<file path="src/design/irfts_pkg.sv">
// Shared types and constants for the infrared frame transmit sequencer.
package irfts_pkg;

    // Phase codes of the frame sequencer.
    localparam logic [1:0] PH_IDLE = 2'd0;
    localparam logic [1:0] PH_PRE  = 2'd1;
    localparam logic [1:0] PH_DATA = 2'd2;
    localparam logic [1:0] PH_EPI  = 2'd3;

    // Configuration register indexes.
    localparam int unsigned CFG_IDX_W = 3;
    localparam logic [CFG_IDX_W-1:0] REG_PRE_MARK  = 3'd0;
    localparam logic [CFG_IDX_W-1:0] REG_PRE_SPACE = 3'd1;
    localparam logic [CFG_IDX_W-1:0] REG_DATA_BIT  = 3'd2;
    localparam logic [CFG_IDX_W-1:0] REG_EPI_SPACE = 3'd3;
    localparam logic [CFG_IDX_W-1:0] REG_EPI_MARK  = 3'd4;
    localparam logic [CFG_IDX_W-1:0] REG_INTERFRAME = 3'd5;

    // Operation codes of an input item.
    localparam logic OP_TICK  = 1'b0;
    localparam logic OP_START = 1'b1;

    // Reset values of the timing registers.
    localparam logic [15:0] RST_PRE_MARK   = 16'd750;
    localparam logic [15:0] RST_PRE_SPACE  = 16'd350;
    localparam logic [15:0] RST_DATA_BIT   = 16'd500;
    localparam logic [15:0] RST_EPI_SPACE  = 16'd350;
    localparam logic [15:0] RST_EPI_MARK   = 16'd750;
    localparam logic [15:0] RST_INTERFRAME = 16'd1000;

    // Width of the lit channel index on the result.
    localparam int unsigned IDX_W = 3;

    typedef struct packed {
        logic       operation;
        logic [7:0] beamer_id;
        logic [7:0] angle_code;
    } t_in_item;

    typedef struct packed {
        logic             accepted;
        logic             carrier_on;
        logic             period_load;
        logic [15:0]      period_value;
        logic             channel_on;
        logic [IDX_W-1:0] channel_index;
        logic             busy_res;
    } t_out_item;

    // Timing registers as seen by the step logic.
    typedef struct packed {
        logic [15:0] preamble_mark_len;
        logic [15:0] preamble_space_len;
        logic [15:0] data_bit_len;
        logic [15:0] epilogue_space_len;
        logic [15:0] epilogue_mark_len;
        logic [15:0] interframe_len;
    } t_cfg;

    // Frame progress state, apart from the channel pointer.
    typedef struct packed {
        logic [1:0] phase;
        logic [1:0] substage;
        logic [1:0] word_select;
        logic [3:0] bit_position;
        logic [7:0] id_byte;
        logic [7:0] angle_byte;
    } t_seq_state;

endpackage

</file>
<file path="src/design/irfts_cfg_regs.sv">
// Timing register file of the infrared frame transmit sequencer.
module irfts_cfg_regs (
    input  logic                            i_clk,
    input  logic                            i_rst_n,
    input  logic                            i_cfg_we,
    input  logic [irfts_pkg::CFG_IDX_W-1:0] i_cfg_index,
    input  logic [15:0]                     i_cfg_data,
    output irfts_pkg::t_cfg                 o_cfg
);

    irfts_pkg::t_cfg r_cfg;

    // Register writes; an index beyond the list is dropped.
    always_ff @(posedge i_clk) begin
        if (!i_rst_n) begin
            r_cfg.preamble_mark_len  <= irfts_pkg::RST_PRE_MARK;
            r_cfg.preamble_space_len <= irfts_pkg::RST_PRE_SPACE;
            r_cfg.data_bit_len       <= irfts_pkg::RST_DATA_BIT;
            r_cfg.epilogue_space_len <= irfts_pkg::RST_EPI_SPACE;
            r_cfg.epilogue_mark_len  <= irfts_pkg::RST_EPI_MARK;
            r_cfg.interframe_len     <= irfts_pkg::RST_INTERFRAME;
        end else if (i_cfg_we) begin
            unique case (i_cfg_index)
                irfts_pkg::REG_PRE_MARK:   r_cfg.preamble_mark_len  <= i_cfg_data;
                irfts_pkg::REG_PRE_SPACE:  r_cfg.preamble_space_len <= i_cfg_data;
                irfts_pkg::REG_DATA_BIT:   r_cfg.data_bit_len       <= i_cfg_data;
                irfts_pkg::REG_EPI_SPACE:  r_cfg.epilogue_space_len <= i_cfg_data;
                irfts_pkg::REG_EPI_MARK:   r_cfg.epilogue_mark_len  <= i_cfg_data;
                irfts_pkg::REG_INTERFRAME: r_cfg.interframe_len     <= i_cfg_data;
                default: begin
                end
            endcase
        end
    end

    assign o_cfg = r_cfg;

endmodule

</file>
<file path="src/design/irfts_step.sv">
// Combinational step logic: next frame state and the result for one item.
module irfts_step #(
    parameter int unsigned CHANNELS = 8
) (
    input  irfts_pkg::t_seq_state i_state,
    input  logic [((CHANNELS > 1) ? $clog2(CHANNELS) : 1)-1:0] i_ptr,
    input  irfts_pkg::t_in_item   i_item,
    input  irfts_pkg::t_cfg       i_cfg,
    output irfts_pkg::t_seq_state o_next,
    output logic [((CHANNELS > 1) ? $clog2(CHANNELS) : 1)-1:0] o_ptr,
    output irfts_pkg::t_out_item  o_res
);

    localparam int unsigned PTR_W = (CHANNELS > 1) ? $clog2(CHANNELS) : 1;

    logic [7:0]                        data_byte;
    logic                              word_ok;
    logic [2:0]                        bit_sel;
    logic [PTR_W:0]                    ptr_inc;
    logic [PTR_W-1:0]                  ptr_wrap;
    logic [PTR_W+irfts_pkg::IDX_W-1:0] ptr_ext;

    // Byte on air for the current word, and the pointer advance.
    always_comb begin
        word_ok = 1'b1;
        case (i_state.word_select)
            2'd0:    data_byte = i_state.id_byte;
            2'd1:    data_byte = i_state.angle_byte;
            2'd2:    data_byte = ~i_state.angle_byte;
            default: begin
                data_byte = 8'd0;
                word_ok   = 1'b0;
            end
        endcase
        bit_sel  = 3'd7 - i_state.bit_position[2:0];
        ptr_inc  = {1'b0, i_ptr} + (PTR_W+1)'(1);
        ptr_wrap = (ptr_inc >= (PTR_W+1)'(CHANNELS)) ? '0 : ptr_inc[PTR_W-1:0];
        ptr_ext  = {{irfts_pkg::IDX_W{1'b0}}, i_ptr};
    end

    // Frame sequencing for one item.
    always_comb begin
        o_next = i_state;
        o_ptr  = i_ptr;
        o_res  = '0;

        if (i_item.operation == irfts_pkg::OP_START) begin
            if (i_state.phase == irfts_pkg::PH_IDLE) begin
                o_next.id_byte      = i_item.beamer_id;
                o_next.angle_byte   = i_item.angle_code;
                o_next.phase        = irfts_pkg::PH_PRE;
                o_next.substage     = 2'd0;
                o_next.word_select  = 2'd0;
                o_next.bit_position = 4'd0;
                o_res.accepted      = 1'b1;
            end
        end else begin
            unique case (i_state.phase)
                irfts_pkg::PH_DATA: begin
                    if (!word_ok) begin
                        // Unused word select: close the frame.
                        o_ptr               = '0;
                        o_next.phase        = irfts_pkg::PH_IDLE;
                        o_next.substage     = 2'd0;
                        o_next.word_select  = 2'd0;
                        o_next.bit_position = 4'd0;
                        o_res.period_load   = 1'b1;
                        o_res.period_value  = i_cfg.interframe_len;
                    end else begin
                        o_res.carrier_on    = data_byte[bit_sel];
                        o_res.period_load   = 1'b1;
                        o_res.period_value  = i_cfg.data_bit_len;
                        o_res.channel_on    = 1'b1;
                        o_res.channel_index = ptr_ext[irfts_pkg::IDX_W-1:0];
                        o_ptr               = ptr_wrap;
                        if (i_state.bit_position >= 4'd7) begin
                            o_next.bit_position = 4'd0;
                            if (i_state.word_select >= 2'd2) begin
                                o_next.phase       = irfts_pkg::PH_EPI;
                                o_next.substage    = 2'd0;
                                o_next.word_select = 2'd0;
                            end else begin
                                o_next.word_select = i_state.word_select + 2'd1;
                            end
                        end else begin
                            o_next.bit_position = i_state.bit_position + 4'd1;
                        end
                    end
                end
                irfts_pkg::PH_PRE: begin
                    o_ptr             = '0;
                    o_res.period_load = 1'b1;
                    case (i_state.substage)
                        2'd0: begin
                            o_res.carrier_on   = 1'b1;
                            o_res.period_value = i_cfg.preamble_mark_len;
                            o_next.substage    = 2'd1;
                        end
                        2'd1: begin
                            o_res.period_value = i_cfg.preamble_space_len;
                            o_next.substage    = 2'd2;
                        end
                        2'd2: begin
                            o_res.carrier_on   = 1'b1;
                            o_res.period_value = i_cfg.preamble_mark_len;
                            o_next.substage    = 2'd3;
                        end
                        default: begin
                            o_res.period_value  = i_cfg.preamble_space_len;
                            o_next.phase        = irfts_pkg::PH_DATA;
                            o_next.substage     = 2'd0;
                            o_next.word_select  = 2'd0;
                            o_next.bit_position = 4'd0;
                        end
                    endcase
                end
                irfts_pkg::PH_EPI: begin
                    o_ptr             = '0;
                    o_res.period_load = 1'b1;
                    case (i_state.substage)
                        2'd0: begin
                            o_res.period_value = i_cfg.epilogue_space_len;
                            o_next.substage    = 2'd1;
                        end
                        2'd1: begin
                            o_res.carrier_on   = 1'b1;
                            o_res.period_value = i_cfg.epilogue_mark_len;
                            o_next.substage    = 2'd2;
                        end
                        default: begin
                            // Final step, and the unused substage: back to idle.
                            o_res.period_value  = i_cfg.interframe_len;
                            o_next.phase        = irfts_pkg::PH_IDLE;
                            o_next.substage     = 2'd0;
                            o_next.word_select  = 2'd0;
                            o_next.bit_position = 4'd0;
                        end
                    endcase
                end
                default: begin
                    // A tick while idle changes nothing.
                end
            endcase
        end

        o_res.busy_res = (o_next.phase != irfts_pkg::PH_IDLE);
    end

endmodule

</file>
<file path="src/design/ir_frame_transmit_sequencer_core.sv">
// Top level of the infrared frame transmit sequencer.
// Each accepted item (a timer tick or a start request) gives exactly one registered result
// item, and a new item can be taken on every clock: the frame state is updated in a
// single pass of combinational logic and the result lands in one output register. While that
// register holds a result the downstream side has stalled, o_in_stall is raised; otherwise the
// block takes an item on every cycle. Timing registers are written through the cfg port; the
// user must write them while no frame is in progress, as the block does not enforce this.
module ir_frame_transmit_sequencer_core #(
    parameter int unsigned CHANNELS = 8
) (
    input  logic                            i_clk,
    input  logic                            i_rst_n,
    input  logic                            i_in_valid,
    output logic                            o_in_stall,
    input  irfts_pkg::t_in_item             i_in_item,
    output logic                            o_out_valid,
    input  logic                            i_out_stall,
    output irfts_pkg::t_out_item            o_out_item,
    input  logic                            i_cfg_we,
    input  logic [irfts_pkg::CFG_IDX_W-1:0] i_cfg_index,
    input  logic [15:0]                     i_cfg_data
);

    localparam int unsigned PTR_W = (CHANNELS > 1) ? $clog2(CHANNELS) : 1;

    irfts_pkg::t_cfg       cfg;
    irfts_pkg::t_seq_state r_state;
    irfts_pkg::t_seq_state n_state;
    logic [PTR_W-1:0]      r_ptr;
    logic [PTR_W-1:0]      n_ptr;
    irfts_pkg::t_out_item  n_out_item;
    irfts_pkg::t_out_item  r_out_item;
    logic                  r_out_valid;
    logic                  in_fire;

    irfts_cfg_regs u_cfg (
        .i_clk       (i_clk),
        .i_rst_n     (i_rst_n),
        .i_cfg_we    (i_cfg_we),
        .i_cfg_index (i_cfg_index),
        .i_cfg_data  (i_cfg_data),
        .o_cfg       (cfg)
    );

    irfts_step #(
        .CHANNELS (CHANNELS)
    ) u_step (
        .i_state (r_state),
        .i_ptr   (r_ptr),
        .i_item  (i_in_item),
        .i_cfg   (cfg),
        .o_next  (n_state),
        .o_ptr   (n_ptr),
        .o_res   (n_out_item)
    );

    // Input is held off only while a result waits on a stalled output.
    assign o_in_stall = r_out_valid & i_out_stall;
    assign in_fire    = i_in_valid & ~o_in_stall;

    // Frame state advances once per accepted item.
    always_ff @(posedge i_clk) begin
        if (!i_rst_n) begin
            r_state <= '0;
            r_ptr   <= '0;
        end else if (in_fire) begin
            r_state <= n_state;
            r_ptr   <= n_ptr;
        end
    end

    // Result register.
    always_ff @(posedge i_clk) begin
        if (!i_rst_n) begin
            r_out_valid <= 1'b0;
        end else if (in_fire) begin
            r_out_valid <= 1'b1;
        end else if (!i_out_stall) begin
            r_out_valid <= 1'b0;
        end
    end

    always_ff @(posedge i_clk) begin
        if (in_fire) begin
            r_out_item <= n_out_item;
        end
    end

    assign o_out_valid = r_out_valid;
    assign o_out_item  = r_out_item;

endmodule
</file>
<file path="config.mk">
export PLATFORM = sky130hd
export DESIGN_NAME = ir_frame_transmit_sequencer_core
export DESIGN_NICKNAME = d
export VERILOG_FILES = /design/src/design/irfts_pkg.sv /design/src/design/irfts_cfg_regs.sv /design/src/design/irfts_step.sv /design/src/design/ir_frame_transmit_sequencer_core.sv
export SDC_FILE = /design/constraint.sdc
export NUM_CORES = 1
export LEC_CHECK = 0
export BUFFER_PORTS_ARGS = -buffer_cell sky130_fd_sc_hd__buf_2
export CORE_AREA = 10 10 130 132
export CTS_BUF_LIST = sky130_fd_sc_hd__clkbuf_4
export DETAILED_ROUTE_END_ITERATION = 7
export DIE_AREA = 0 0 140 142
export PLACE_DENSITY_LB_ADDON = 0.12
export SETUP_SLACK_MARGIN = 0.5
export SLEW_MARGIN = 5
export SYNTH_ARGS = -nofsm -noshare
export SYNTH_HDL_FRONTEND = slang
export SYNTH_SLANG_ARGS = --single-unit
</file>
<file path="constraint.sdc">
create_clock -name i_clk -period 4.5 [get_ports i_clk]
set_clock_uncertainty 0.2 [all_clocks]
set_input_delay 0.45 -clock i_clk [delete_from_list [all_inputs] [get_ports i_clk]]
set_output_delay 0.45 -clock i_clk [all_outputs]
set_load 0.01 [all_outputs]
</file>
# Word level (Yosys, flattened, before mapping)
# Index checks and enable logic that the tools add are counted.
# totals
elab_cells	111
output_inout_bits	26
reg_bits	150
input_bits	41
# op_classes
n_reduce_logical	25
n_addsub	4
n_bitwise	7
order_cmp	4
muxes	32
n_eq_ne	18
# ops
operator	count
$pmux 18 s3	1
$mux 16	2
$pmux 16 s2	1
$pmux 10 s3	1
$mux 26	1
$pmux 8 s3	1
$mux 10	2
$mux 6	3
$mux 4	3
$reduce_and 2->1	6
$reduce_and 5->1	2
$reduce_or 3->1	3
$eq 2x2->1 const B	4
$mux 1	8
$ne 4x4->1 const B	2
$not 8->8	1
$reduce_or 2->1	4
$eq 2x1->1 const B	3
$eq 3x2->1 const B	2
$eq 3x3->1 const B	2
$logic_not 2->1	3
$mux 2	3
$mux 3	2
$ne 3x3->1 const B	2
21 further kinds	28

# Depth between registers and ports, before layout
# logic_depth
depth_word	7
mapped_depth	9
depth_no_buf	7

# By module
# A second synthesis with hierarchy kept.
# hier_totals
hier_cells	815
hier_area_um2	7703.6
# by_module_without_submodules
mod	n_inst	cells_per_inst	seq_area_each_um2	area_each_um2
irfts_cfg_regs	1	351	1921.8	3701.0
irfts_step	1	310	0.0	2048.2
ir_frame_transmit_sequencer_core	1	154	1321.3	1954.4

# Least setup slack after synthesis
# Ideal clock, no wire load.
# synth_path
kind	flip-flop to flip-flop
from	register r_state[23] (netlist name)
to	register r_out_item, in the netlist o_out_item[12], data pin
stages_incl_launch_ff	9
required_ns	4.030
setup_ns	0.270
slack_ns	2.168
t_arrival_ns	1.862
path_buffers	2
synth_period_minus_slack_ns	2.332
cell_sequence	dfxtp_1 -> inv_1 -> ha_1 -> buf_2 -> nor2_2 -> buf_2 -> mux2_2 -> o211ai_1 -> a21oi_1
# synth_between
elab_chain_len	4
elab_cells_between_ends	7
classes_between	2 x eq/ne; 3 x mux; 2 x reduce/logical
# synth_lines
item	line_no	text
from (decl)	ir_frame_transmit_sequencer_core.sv:27	irfts_pkg::t_seq_state r_state;
from (signal assigned)	ir_frame_transmit_sequencer_core.sv:67	r_state <= n_state;
$eq 2x2->1 or $logic_not 2->1 (tied branches)	irfts_step.sv:93, irfts_step.sv:120	
$reduce_or 2->1 (no line)	n/a	
$mux 16	irfts_step.sv:93	case (i_state.substage)
$pmux 18 s3 *	irfts_step.sv:58	unique case (i_state.phase)
to (signal assigned)	ir_frame_transmit_sequencer_core.sv:85	r_out_item <= n_out_item;
to (decl)	ir_frame_transmit_sequencer_core.sv:32	irfts_pkg::t_out_item r_out_item;
# Every way passes the cells marked *; elsewhere a longest branch is shown, timed or not.
# A chain may end at the register's enable or synchronous reset.

# Worst setup path in the final report
# layout_path
from	register r_state[23] (netlist name)
to	register r_out_item, in the netlist o_out_item[6], data pin
# Same word-level chain as after synthesis.

==> impl_metrics.tcl <==
set metrics [dict create \
    dr_wl_met2_mm 9.017 \
    synth_nets 884 \
    cpMaxStageDelayCell "nor2_2" \
    grt_max_degree 50 \
    top_layer_used "met4" \
    synthCells 836 \
    status "finished clean" \
    cts_root_buf "clkbuf_4" \
    hold_ws_ps 56.26 \
    drc 0 \
    arrival_ps 3070 \
    worst_setup_path_start_kind "flip-flop" \
    yosys.area.top_type "dfxtp_1" \
    finalWirelength_mm 20.04 \
    grt_first_pass_wirelength_mm 31.97 \
    min_period_over_period_pct 66.69 \
    async_reset_ff_share_pct 0 \
    drive_above_1_share_pct 16.02 \
    clock_sinks 150 \
    hold_path_class "primary input to flip-flop" \
    tns_ps 0 \
    antenna_found_initial 0 \
    cp_slowest_stage_delay_ps 860 \
    yosysUniqueCellTypes 58 \
    dp_hpwl_mm 13.06 \
    core_um2 14310 \
    p_per_area_nw_per_um2 305.3 \
    start_util_pct 48.88 \
    cts_tree "done" \
    critPathCaptureType "flip-flop" \
    final_common_cell "nand2_1" \
    yosys_register_bits 150 \
    dieWidth_um 140 \
    vias_per_cell 5.570 \
    wire_per_inst_um 18.08 \
    io_buffer_count 66 \
    dieHeight_um 142 \
    drt_iter0_drc 533 \
    cts_buffers 17 \
    crit_required_ps 4570 \
    gr-total-overflow 0 \
    cts_repair_resize_count 0 \
    cp_max_fo 17 \
    row_count 44 \
    report.final.slew_viol_count 0 \
    relSlewSlack_pct 28.12 \
    syn_area_um2 6997 \
    tightest_slew_ps 1074 \
    finalHoldViolations 0 \
    ios 67 \
    place_congestion 0.8196 \
    synth_edf_count 24 \
    ys_seq_area_share_pct 46.35 \
    crit_chain "inv_1, ha_1, nor2_2, mux2_2, o211ai_1, a21oi_1" \
    wl_met1_mm 9.243 \
    worst_ir_drop_vdd_mv 0.1950 \
    area_growth_pct 13.70 \
    num_antenna_cells 0 \
    gr-usage-all-layers_pct 19.94 \
    synthTopCellsByArea "dfxtp_1 36%, nand2_1 14%, edfxtp_1 10%" \
    final_cell_mix "269 x nand2_1, 126 x dfxtp_1, 70 x a21boi_0, 66 x buf_2, 58 x nand3_1" \
    setup_viol 0 \
    drv_cap 0 \
    htree_levels 4 \
    final_nets 959 \
    clk_path_buf_depth 2 \
    ant_nets 0 \
    grt_pass1_vias 5900 \
    via_count 6172 \
    min_period_ps 3001 \
    yosys.area.top_type_share_pct 36.05 \
    dieArea_um2 19880 \
    ys.flop_type "dfxtp_1" \
    clk_latency_ps 560 \
    wl_met3_mm 1.546 \
    fmax_mhz 333.2 \
    yosysWarnings 0 \
    clk_pin_slew_ps 110 \
    drt_pass1_iterations 5 \
    p_leak_nw 3.013 \
    avgSynthCellArea_um2 8.369 \
    rsz0062_at_grt "false" \
    path_class "flip-flop to flip-flop" \
]
-- cells by family (layout without fill, tap and decap cells) --
kind of cell	after synthesis	after routing	synth area share (%)
and+or+nand+nor	405	405	25.07
muxes	32	32	5.043
buffers and inverters	67	155	4.185
xor gates and xnor gates	2	2	0.2504
adders and majority gates	7	7	1.252
DFF	150	150	46.35
AOI/OAI and AO/OA	173	173	17.85
-- per-layer routing --
| metal | vias up | global-route usage, % |
|---|---|---|
| met5 | - | 0 |
| met4 | 0 | 5.380 |
| met3 | 18 | 5.741 |
| met2 | 208 | 30.39 |
| met1 | 2930 | 27.03 |
| li1 | 3016 | - |
-- power breakdown --
| group | internal (mW) | switching, mW | leakage, nW | total, mW |
|---|---|---|---|---|
| sequential | 1.41 | 0.0329 | 1.27 | 1.44 |
| combinational | 0.113 | 0.171 | 1.62 | 0.284 |
| clock | 0.224 | 0.479 | 0.122 | 0.704 |
| total | 1.75 | 0.683 | 3.01 | 2.43 |
-- repair_timing --
| item | CTS | global route |
|---|---|---|
| buffers inserted | 0 | 0 |
| hold buffers | 33 | 0 |
| hold endpoints to repair | 108 | 0 |
-- critical path, delay by kind of cell (launching register included) --
kind | cells | cell delay, ps
AOI/OAI and AO/OA | 2 | 270
adders and majority gates | 1 | 410
buffers and inverters | 1 | 120
DFF | 1 | 440
muxes | 1 | 420
and+or+nand+nor | 1 | 860
-- synth_stat cells (2+ instances only) --
cell type	n
nand3_1	58
inv_1	6
mux2i_1	6
and2_1	3
dfxtp_1	126
o311ai_0	5
edfxtp_1	24
inv_2	3
o21ai_0	10
buf_1	3
nand2_1	269
or3_1	2
clkbuf_1	39
nand4b_1	2
a21oi_1	26
nand2b_1	7
nor2_1	28
a2111oi_0	2
nor2b_1	9
ha_1	7
a31oi_1	4
a211oi_1	4
and3_1	7
a22oi_1	16
o211a_1	3
a21boi_0	70
nor3_2	2
a21boi_1	8
mux2_2	26
o2111ai_1	2
nor3_1	7
buf_2	12
o211ai_1	13
buf_6	3
-- final cells by class --
cell class,instances,area (µm²)
Timing Repair Buffer,114,773.2
Fill cell,1349,6359
Clock inverter,12,63.81
Clock buffer,20,150.1
Sequential cell,150,3243
Multi-Input combinational cell,619,3461
Inverter,9,33.78
Tap cell,184,230.2
-- sequential cells by signal, indices dropped and copies added, names as in the netlist --
signal       count
o_out_item      24
u_cfg.o_cfg     96
r_ptr            3
r_state         26
o_out_valid      1
-- metrics by stage --
| stage | worst slack (ps) | utilization [%] | std cells | power (mW) | instance area [µm²] |
|---|---|---|---|---|---|
| final | 1499 | 55.58 | 1108 | 2.428 | 7955 |
| after global routing | 1365 | 55.58 | 1108 | 2.536 | 7955 |
| after CTS | 1527 | 55.58 | 1108 | 2.442 | 7955 |
| after detailed placement | 1544 | 51.77 | 1043 | 1.731 | 7411 |
| after global placement | 1670 | 51.77 | 1043 | 1.721 | 7411 |
| after floorplan | 2168 | - | 836 | 1.628 | 6997 |
-- final timing paths --
| check | start | slack (ps) | cells after the start | endpoint |
|---|---|---|---|---|
| hold reg to reg | u_cfg.o_cfg[44]$_SDFFE_PN0P_ | 270 | 2 | u_cfg.o_cfg[44]$_SDFFE_PN0P_ |
| hold / removal | i_out_stall | 60 | 3 | o_out_valid$_SDFFE_PN0P_ |
| setup reg to reg | r_state[23]$_SDFFE_PN0P_ | 1500 | 6 | o_out_item[6]$_SDFFCE_PP0P_ |
| setup / recovery | r_state[23]$_SDFFE_PN0P_ | 1500 | 6 | o_out_item[6]$_SDFFCE_PP0P_ |
(Power assumes the default switching activity.)
